### config.mk
export PLATFORM = sky130hd
export DESIGN_NAME = fast_log1p_approx
export DESIGN_NICKNAME = d
export VERILOG_FILES = /design/src/rtl/core/flp_pkg.sv /design/src/rtl/core/fast_log1p_approx.sv /design/src/rtl/core/flp_add_one.sv
export SDC_FILE = /design/constraint.sdc
export NUM_CORES = 1
export LEC_CHECK = 0
export BUFFER_PORTS_ARGS = -buffer_cell sky130_fd_sc_hd__buf_2
export CAP_MARGIN = 25
export CELL_PAD_IN_SITES_DETAIL_PLACEMENT = 1
export CELL_PAD_IN_SITES_GLOBAL_PLACEMENT = 2
export CORE_MARGIN = 1
export CORE_UTILIZATION = 30
export DETAILED_ROUTE_END_ITERATION = 8
export PLACE_DENSITY = 0.77
export SETUP_SLACK_MARGIN = 0.2
export SLEW_MARGIN = 0
export SYNTH_ARGS = -nofsm -noshare
export SYNTH_HDL_FRONTEND = slang
export SYNTH_SLANG_ARGS = --single-unit
### constraint.sdc
create_clock -name clk -period 6.4 [get_ports clk]
set_input_delay 0.96 -clock clk [delete_from_list [all_inputs] [get_ports clk]]
set_output_delay 0.96 -clock clk [all_outputs]
set_load 0.01 [all_outputs]
### src/rtl/core/flp_pkg.sv
// Shared types and constants for the log1p approximation pipeline.
package flp_pkg;

  localparam logic [31:0] ONE_BITS   = 32'h3F80_0000;
  localparam logic [31:0] INF_BITS   = 32'h7F80_0000;
  // Fractional part of 2*ln2 in Q32; the integer part (1.0) is added separately.
  localparam logic [30:0] SCALE_FRAC = 31'd1659121648;
  localparam logic [61:0] ROUND_HALF = 62'h0000_0000_8000_0000;
  localparam logic [30:0] LOG_MAX    = 31'd1488522236;

  typedef struct packed {
    logic [31:0] sample_bits;
    logic        last_in;
  } flp_in_t;

  typedef struct packed {
    logic [30:0] log_value;
    logic        last_out;
  } flp_out_t;

  // Offset of the rounded 1+x bit pattern from 1.0, with its last flag.
  typedef struct packed {
    logic [30:0] diff;
    logic        last;
  } flp_diff_t;

endpackage

### src/rtl/core/fast_log1p_approx.sv
// Top level: piecewise-linear ln(1+x) of an IEEE single-precision word, Q7.24 result.
// Pipeline: stages 1-2 in flp_add_one, stages 3-4 here, each with a registered valid bit.
// Throughput: one word per cycle; busy is always low, four words in flight at most.
// Reset: synchronous active-low rst_n clears every valid bit; data registers are not reset.
// Results are strobed for one cycle on out_valid; the receiver cannot stall.
module fast_log1p_approx (
  input  logic              clk,
  input  logic              rst_n,
  input  logic              start,
  output logic              busy,
  input  flp_pkg::flp_in_t  in_word,
  output logic              out_valid,
  output flp_pkg::flp_out_t out_word
);
  import flp_pkg::*;

  logic      d_valid;
  flp_diff_t d_word;

  // Stages 1-2: clamp, add 1.0 with round-to-nearest-even, subtract 1.0 bits.
  // Result is d = u - 0x3F800000 in 0..2^30, roughly log2(1+x) * 2^23.
  flp_add_one u_add_one (
    .clk      (clk),
    .rst_n    (rst_n),
    .in_valid (start),
    .in_word  (in_word),
    .d_valid  (d_valid),
    .d_word   (d_word)
  );

  // Stage 3: d times the fractional part of 2*ln2 (31x31 multiply).
  // 2*ln2 in Q32 = 2^32 + SCALE_FRAC, so d*scale>>32 = d + (d*SCALE_FRAC)>>32.
  logic        v3_r;
  logic [61:0] prod_r, prod_nxt;
  logic [30:0] d3_r;
  logic        last3_r;

  assign prod_nxt = 62'(d_word.diff) * 62'(SCALE_FRAC);

  always_ff @(posedge clk) begin
    if (!rst_n) begin
      v3_r <= 1'b0;
    end else begin
      v3_r <= d_valid;
    end
  end

  always_ff @(posedge clk) begin
    prod_r  <= prod_nxt;
    d3_r    <= d_word.diff;
    last3_r <= d_word.last;
  end

  // Stage 4: round half up and add the integer part of the scale.
  logic        v4_r;
  flp_out_t    out_r, out_nxt;
  logic [61:0] rounded;

  always_comb begin
    rounded           = prod_r + ROUND_HALF;
    out_nxt.log_value = d3_r + {1'b0, rounded[61:32]};
    out_nxt.last_out  = last3_r;
  end

  always_ff @(posedge clk) begin
    if (!rst_n) begin
      v4_r <= 1'b0;
    end else begin
      v4_r <= v3_r;
    end
  end

  always_ff @(posedge clk) begin
    out_r <= out_nxt;
  end

  // Fully pipelined, nothing ever holds the input off.
  assign busy      = 1'b0;
  assign out_valid = v4_r;
  assign out_word  = out_r;

endmodule

### src/rtl/core/flp_add_one.sv
// Two-stage single-precision 1.0 + x adder (RNE) returning the bit offset from 1.0.
module flp_add_one (
  input  logic              clk,
  input  logic              rst_n,
  input  logic              in_valid,
  input  flp_pkg::flp_in_t  in_word,
  output logic              d_valid,
  output flp_pkg::flp_diff_t d_word
);
  import flp_pkg::*;

  // stage 1: classify and align
  logic        v1_r, v1_nxt;
  logic        last1_r;
  logic        force_one_r, force_one_nxt;
  logic        is_inf_r, is_inf_nxt;
  logic        case_a_r, case_a_nxt;
  logic [7:0]  ex_r, ex_nxt;
  logic [23:0] m_r, m_nxt;
  logic [25:0] inc_r, inc_nxt;
  logic [22:0] q_r, q_nxt;
  logic        g_r, g_nxt;
  logic        s_r, s_nxt;

  logic [31:0] xb;
  logic [7:0]  ex_eff;
  logic [7:0]  diff_a;
  logic [7:0]  diff_b;
  logic [4:0]  sh_a;
  logic [4:0]  dsh_b;
  logic [49:0] ext;

  assign xb     = in_word.sample_bits;
  assign ex_eff = (xb[30:23] == 8'd0) ? 8'd1 : xb[30:23];
  assign diff_a = xb[30:23] - 8'd127;
  assign diff_b = 8'd127 - ex_eff;
  assign sh_a   = 5'(8'd24 - diff_a);
  assign dsh_b  = (diff_b > 8'd26) ? 5'd26 : diff_b[4:0];
  assign ext    = {m_nxt, 26'd0} >> dsh_b;

  always_comb begin
    v1_nxt        = in_valid;
    force_one_nxt = (xb == 32'd0) || (xb > INF_BITS);
    is_inf_nxt    = (xb == INF_BITS);
    case_a_nxt    = (xb[30:23] >= 8'd127);
    ex_nxt        = xb[30:23];
    m_nxt         = {(xb[30:23] != 8'd0), xb[22:0]};
    // x >= 1: one ulp-scaled increment with a guard bit; at diff 24 it is the tie bit
    inc_nxt       = (diff_a <= 8'd24) ? (26'd1 << sh_a) : 26'd0;
    // x < 1: x shifted to the ulp of 1.0, plus guard and sticky
    q_nxt         = ext[48:26];
    g_nxt         = ext[25];
    s_nxt         = |ext[24:0];
  end

  always_ff @(posedge clk) begin
    if (!rst_n) begin
      v1_r <= 1'b0;
    end else begin
      v1_r <= v1_nxt;
    end
  end

  always_ff @(posedge clk) begin
    last1_r     <= in_word.last_in;
    force_one_r <= force_one_nxt;
    is_inf_r    <= is_inf_nxt;
    case_a_r    <= case_a_nxt;
    ex_r        <= ex_nxt;
    m_r         <= m_nxt;
    inc_r       <= inc_nxt;
    q_r         <= q_nxt;
    g_r         <= g_nxt;
    s_r         <= s_nxt;
  end

  // stage 2: add, normalize, round, offset from 1.0
  logic        v2_r;
  flp_diff_t   d2_r, d2_nxt;
  logic [25:0] t;
  logic [23:0] keep;
  logic        g_a, s_a, rnd_a, rnd_b;
  logic [8:0]  e9;
  logic [31:0] ua, ub, u;

  always_comb begin
    t = {1'b0, m_r, 1'b0} + inc_r;
    if (t[25]) begin
      keep = t[25:2];
      g_a  = t[1];
      s_a  = t[0];
      e9   = {1'b0, ex_r} + 9'd1;
    end else begin
      keep = t[24:1];
      g_a  = t[0];
      s_a  = 1'b0;
      e9   = {1'b0, ex_r};
    end
    rnd_a = g_a & (s_a | keep[0]);
    // mantissa carry out of rounding bumps the exponent for free
    ua = {e9, keep[22:0]} + {31'd0, rnd_a};
    if (ua[31:23] >= 9'd255) begin
      ua = INF_BITS;
    end
    rnd_b = g_r & (s_r | q_r[0]);
    ub    = ONE_BITS + {9'd0, q_r} + {31'd0, rnd_b};
    if (force_one_r) begin
      u = ONE_BITS;
    end else if (is_inf_r) begin
      u = INF_BITS;
    end else if (case_a_r) begin
      u = ua;
    end else begin
      u = ub;
    end
    d2_nxt.diff = 31'(u - ONE_BITS);
    d2_nxt.last = last1_r;
  end

  always_ff @(posedge clk) begin
    if (!rst_n) begin
      v2_r <= 1'b0;
    end else begin
      v2_r <= v1_r;
    end
  end

  always_ff @(posedge clk) begin
    d2_r <= d2_nxt;
  end

  assign d_valid = v2_r;
  assign d_word  = d2_r;

endmodule

==> metrics.yaml <==
cp_common_cell: "fa_1"
synth_edf_count: 0
slew_headroom: 0.344
dp_worst_setup_slack_ps: -297
critPathMaxStageDelay_ps: 560
tritoncts: "built"
dpl_cell_area_sq_um: 28800
drcViolationCount: 0
dp_hpwl_microns: 66000
initial_core_util: 0.305
fin_skew_ps: 18.9
timing.final.ws_setup_ps: -174
report.final.setup_viol: 14
rows: 106
layout-drive-gt1-share: 0.157
synth_seq_cells: 218
num_antenna_cells: 0
syn_avg_cell_area_sq_um: 9.40
stdcell_area_sq_um: 30200
ios: 70
worstRegToRegCells: 30
hold_path_class: "reg2reg"
slew_viol_final: 0
via_per_inst: 4.69
yosysSeqAreaShare: 0.170
htreeDepth: 1
grt_pass1_vias: 21400
antenna_found_initial: 0
startpoint_type: "flop"
antenna_left: 0
drt_iter0_drc: 798
holdPathStages: 0
drt-pass1-iter-count: 5
fin_crit_sh: 1.03
syn_nets: 3473
violations: "setup timing"
holdPathEnd: "last3_r$_DFF_P_"
overflow: 0
tightest_slew_ps: 982
numCtsBuffers: 26
holdBufCountCts: 0
yosysWarnings: 0
dieArea_sq_um: 86800
critPathRequiredTime_ps: 6850
cp_slowest_cell: "fa_1"
peakVddDrop_mv: 0.818
portBuffers: 68
grt_use_total: 0.181
layout.cells.non_filler: 4137
dp_cells: 4069
cts_buffer_depth: 3
finalWirelength_microns: 76700
hold_path.startpoint: "u_add_one.d_word[0]$_DFF_P_"
grt_max_degree: 39
synth_cells: 2732
synth_top_flop_cell: "dfxtp_1"
max_freq_mhz: 152
cp.arrival_ps: 7020
coreArea_sq_um: 84200
p_per_area_nw_per_um2: 627
cap_violations: 0
critPathCaptureType: "flop"
worstSkewPairLatency_ps: 570
vias: 19400
rsz0062_at_grt: "true"
grt_pass1_wl_microns: 122000
path_clk_slew_ps: 60
path_max_fanout: 4
yosys.area.top_type: "fa_1"
syn2layout_area_growth_pct: 17.8
gp_congestion: 0.906
synthTopCellsByCount: "inv_1, fa_1, ha_1"
fp.dieH_microns: 295
p_total_w: 0.0190
hold_viol: 0
synth_cell_types: 84
die-width_microns: 295
p_leak_nw: 14.9
netlist_area_sq_um: 25700
r2r_setup_slack_ps: -170
period_needed_ps: 6570
crit_type: "reg2reg"
synth_top_cells_by_area: "fa_1, ha_1, dfxtp_1"
yosysMostFrequentCell: "inv_1"
r2r_end: "prod_r[58]$_DFF_P_"
ys_async_sr_fraction: 0
wire_per_inst_microns: 18.5
nNetsFinal: 3724
final_core_util: 0.359
worst_r2r_startpoint: "u_add_one.d_word[16]$_SDFF_PP0_"
clockRootBuffer: "clkbuf_16"
status: "finished, violations left"
synth_top_area_frac: 0.276
clock-sinks: 218
through the flow:
step / setup TNS [ps] / hold WS, ps
2_1_floorplan: 0 / 310
3_3_place_gp: -1800 / 311
3_5_place_dp: -2690 / 317
4_1_cts: -1490 / 332
5_1_grt: -6470 / 333
6_report: -1380 / 328
registers in the layout, summed over array words and instances (netlist names), 8 cells and up:
register / count
d3_r: 31
u_add_one.d_word: 32
prod_r: 31
out_word: 32
u_add_one.q_r: 23
u_add_one.ex_r: 8
u_add_one.m_r: 24
u_add_one.inc_r: 26
power breakdown:
part	internal [W]	switching [W]
Combinational	0.00760	0.00782
Sequential	0.00180	0.000166
Clock	0.000946	0.000642
Total	0.0103	0.00863
cells in the final DEF, fill, tap and decap left out, types with 18 or more instances in the layout:
cell type,count
buf_2,68
inv_1,504
xor2_1,70
and3_1,37
xnor2_1,105
mux2i_1,41
a21oi_1,101
nor2_1,202
a31oi_1,21
o21ai_0,64
ha_1,335
nand3_1,56
dfxtp_2,20
nor3_1,32
fa_1,345
dfxtp_1,190
nand4_1,34
buf_4,187
nor2b_1,18
clkbuf_16,27
o21a_1,28
a21o_1,37
and2_1,25
nand2_1,141
cells by family (layout without fill, tap and decap cells):
family	Yosys count	count (layout)	share of synthesized area
flops	218	218	0.170
fa+ha+maj	705	705	0.447
xor+xnor	178	178	0.0610
mux	49	49	0.0217
other cells	1	1	0.000146
compound gates	373	373	0.0952
buf+inv	565	836	0.0836
simple gates	643	643	0.121
how the worst max path moves through the flow:
stage | from | to | slack [ps] | depth (start not counted)
3_5_place_dp | u_add_one.d_word[16]$_SDFF_PP0_ | prod_r[61]$_DFF_P_ | -300 | 26
5_1_grt | u_add_one.d_word[16]$_SDFF_PP0_ | prod_r[54]$_DFF_P_ | -400 | 26
3_3_place_gp | u_add_one.d_word[16]$_SDFF_PP0_ | prod_r[61]$_DFF_P_ | -230 | 25
6_report | u_add_one.d_word[16]$_SDFF_PP0_ | prod_r[58]$_DFF_P_ | -170 | 30
4_1_cts | u_add_one.d_word[16]$_SDFF_PP0_ | prod_r[58]$_DFF_P_ | -190 | 30
2_1_floorplan | u_add_one.d_word[26]$_DFF_P_ | prod_r[54]$_DFF_P_ | 170 | 26
layout make-up:
cell class	count	area (sq um)
timing repair buffer	269	1920
fill	9776	54000
tap	1134	1420
clock buffer	31	701
inverter	519	1950
multi-input combinational	1949	19600
clock inverter	17	206
sequential	218	4420
critical path, delay by kind of cell, from the launching register on:
kind / cells / cell delay (ps)
fa+ha+maj: 8 / 3650
simple gates: 4 / 530
flops: 1 / 350
xor+xnor: 1 / 110
buf+inv: 8 / 620
compound gates: 9 / 1210
routing by layer:
metal	track usage	routed length [microns]	vias up	share of wire
met5	0	0	-	0
met4	0.0451	1850	0	0.024
met3	0.0222	2550	94	0.033
met2	0.309	36900	287	0.48
met1	0.241	35400	9603	0.46
li1	-	-	9419	-
repair_timing:
item / CTS / global route
endpoints found under the setup margin: 26 / 40
pin swaps: 42 / 39
gates cloned: 0 / 0
gates resized for setup: 50 / 46
buffers inserted: 10 / 10
Power figures use the tool's default switching activity.
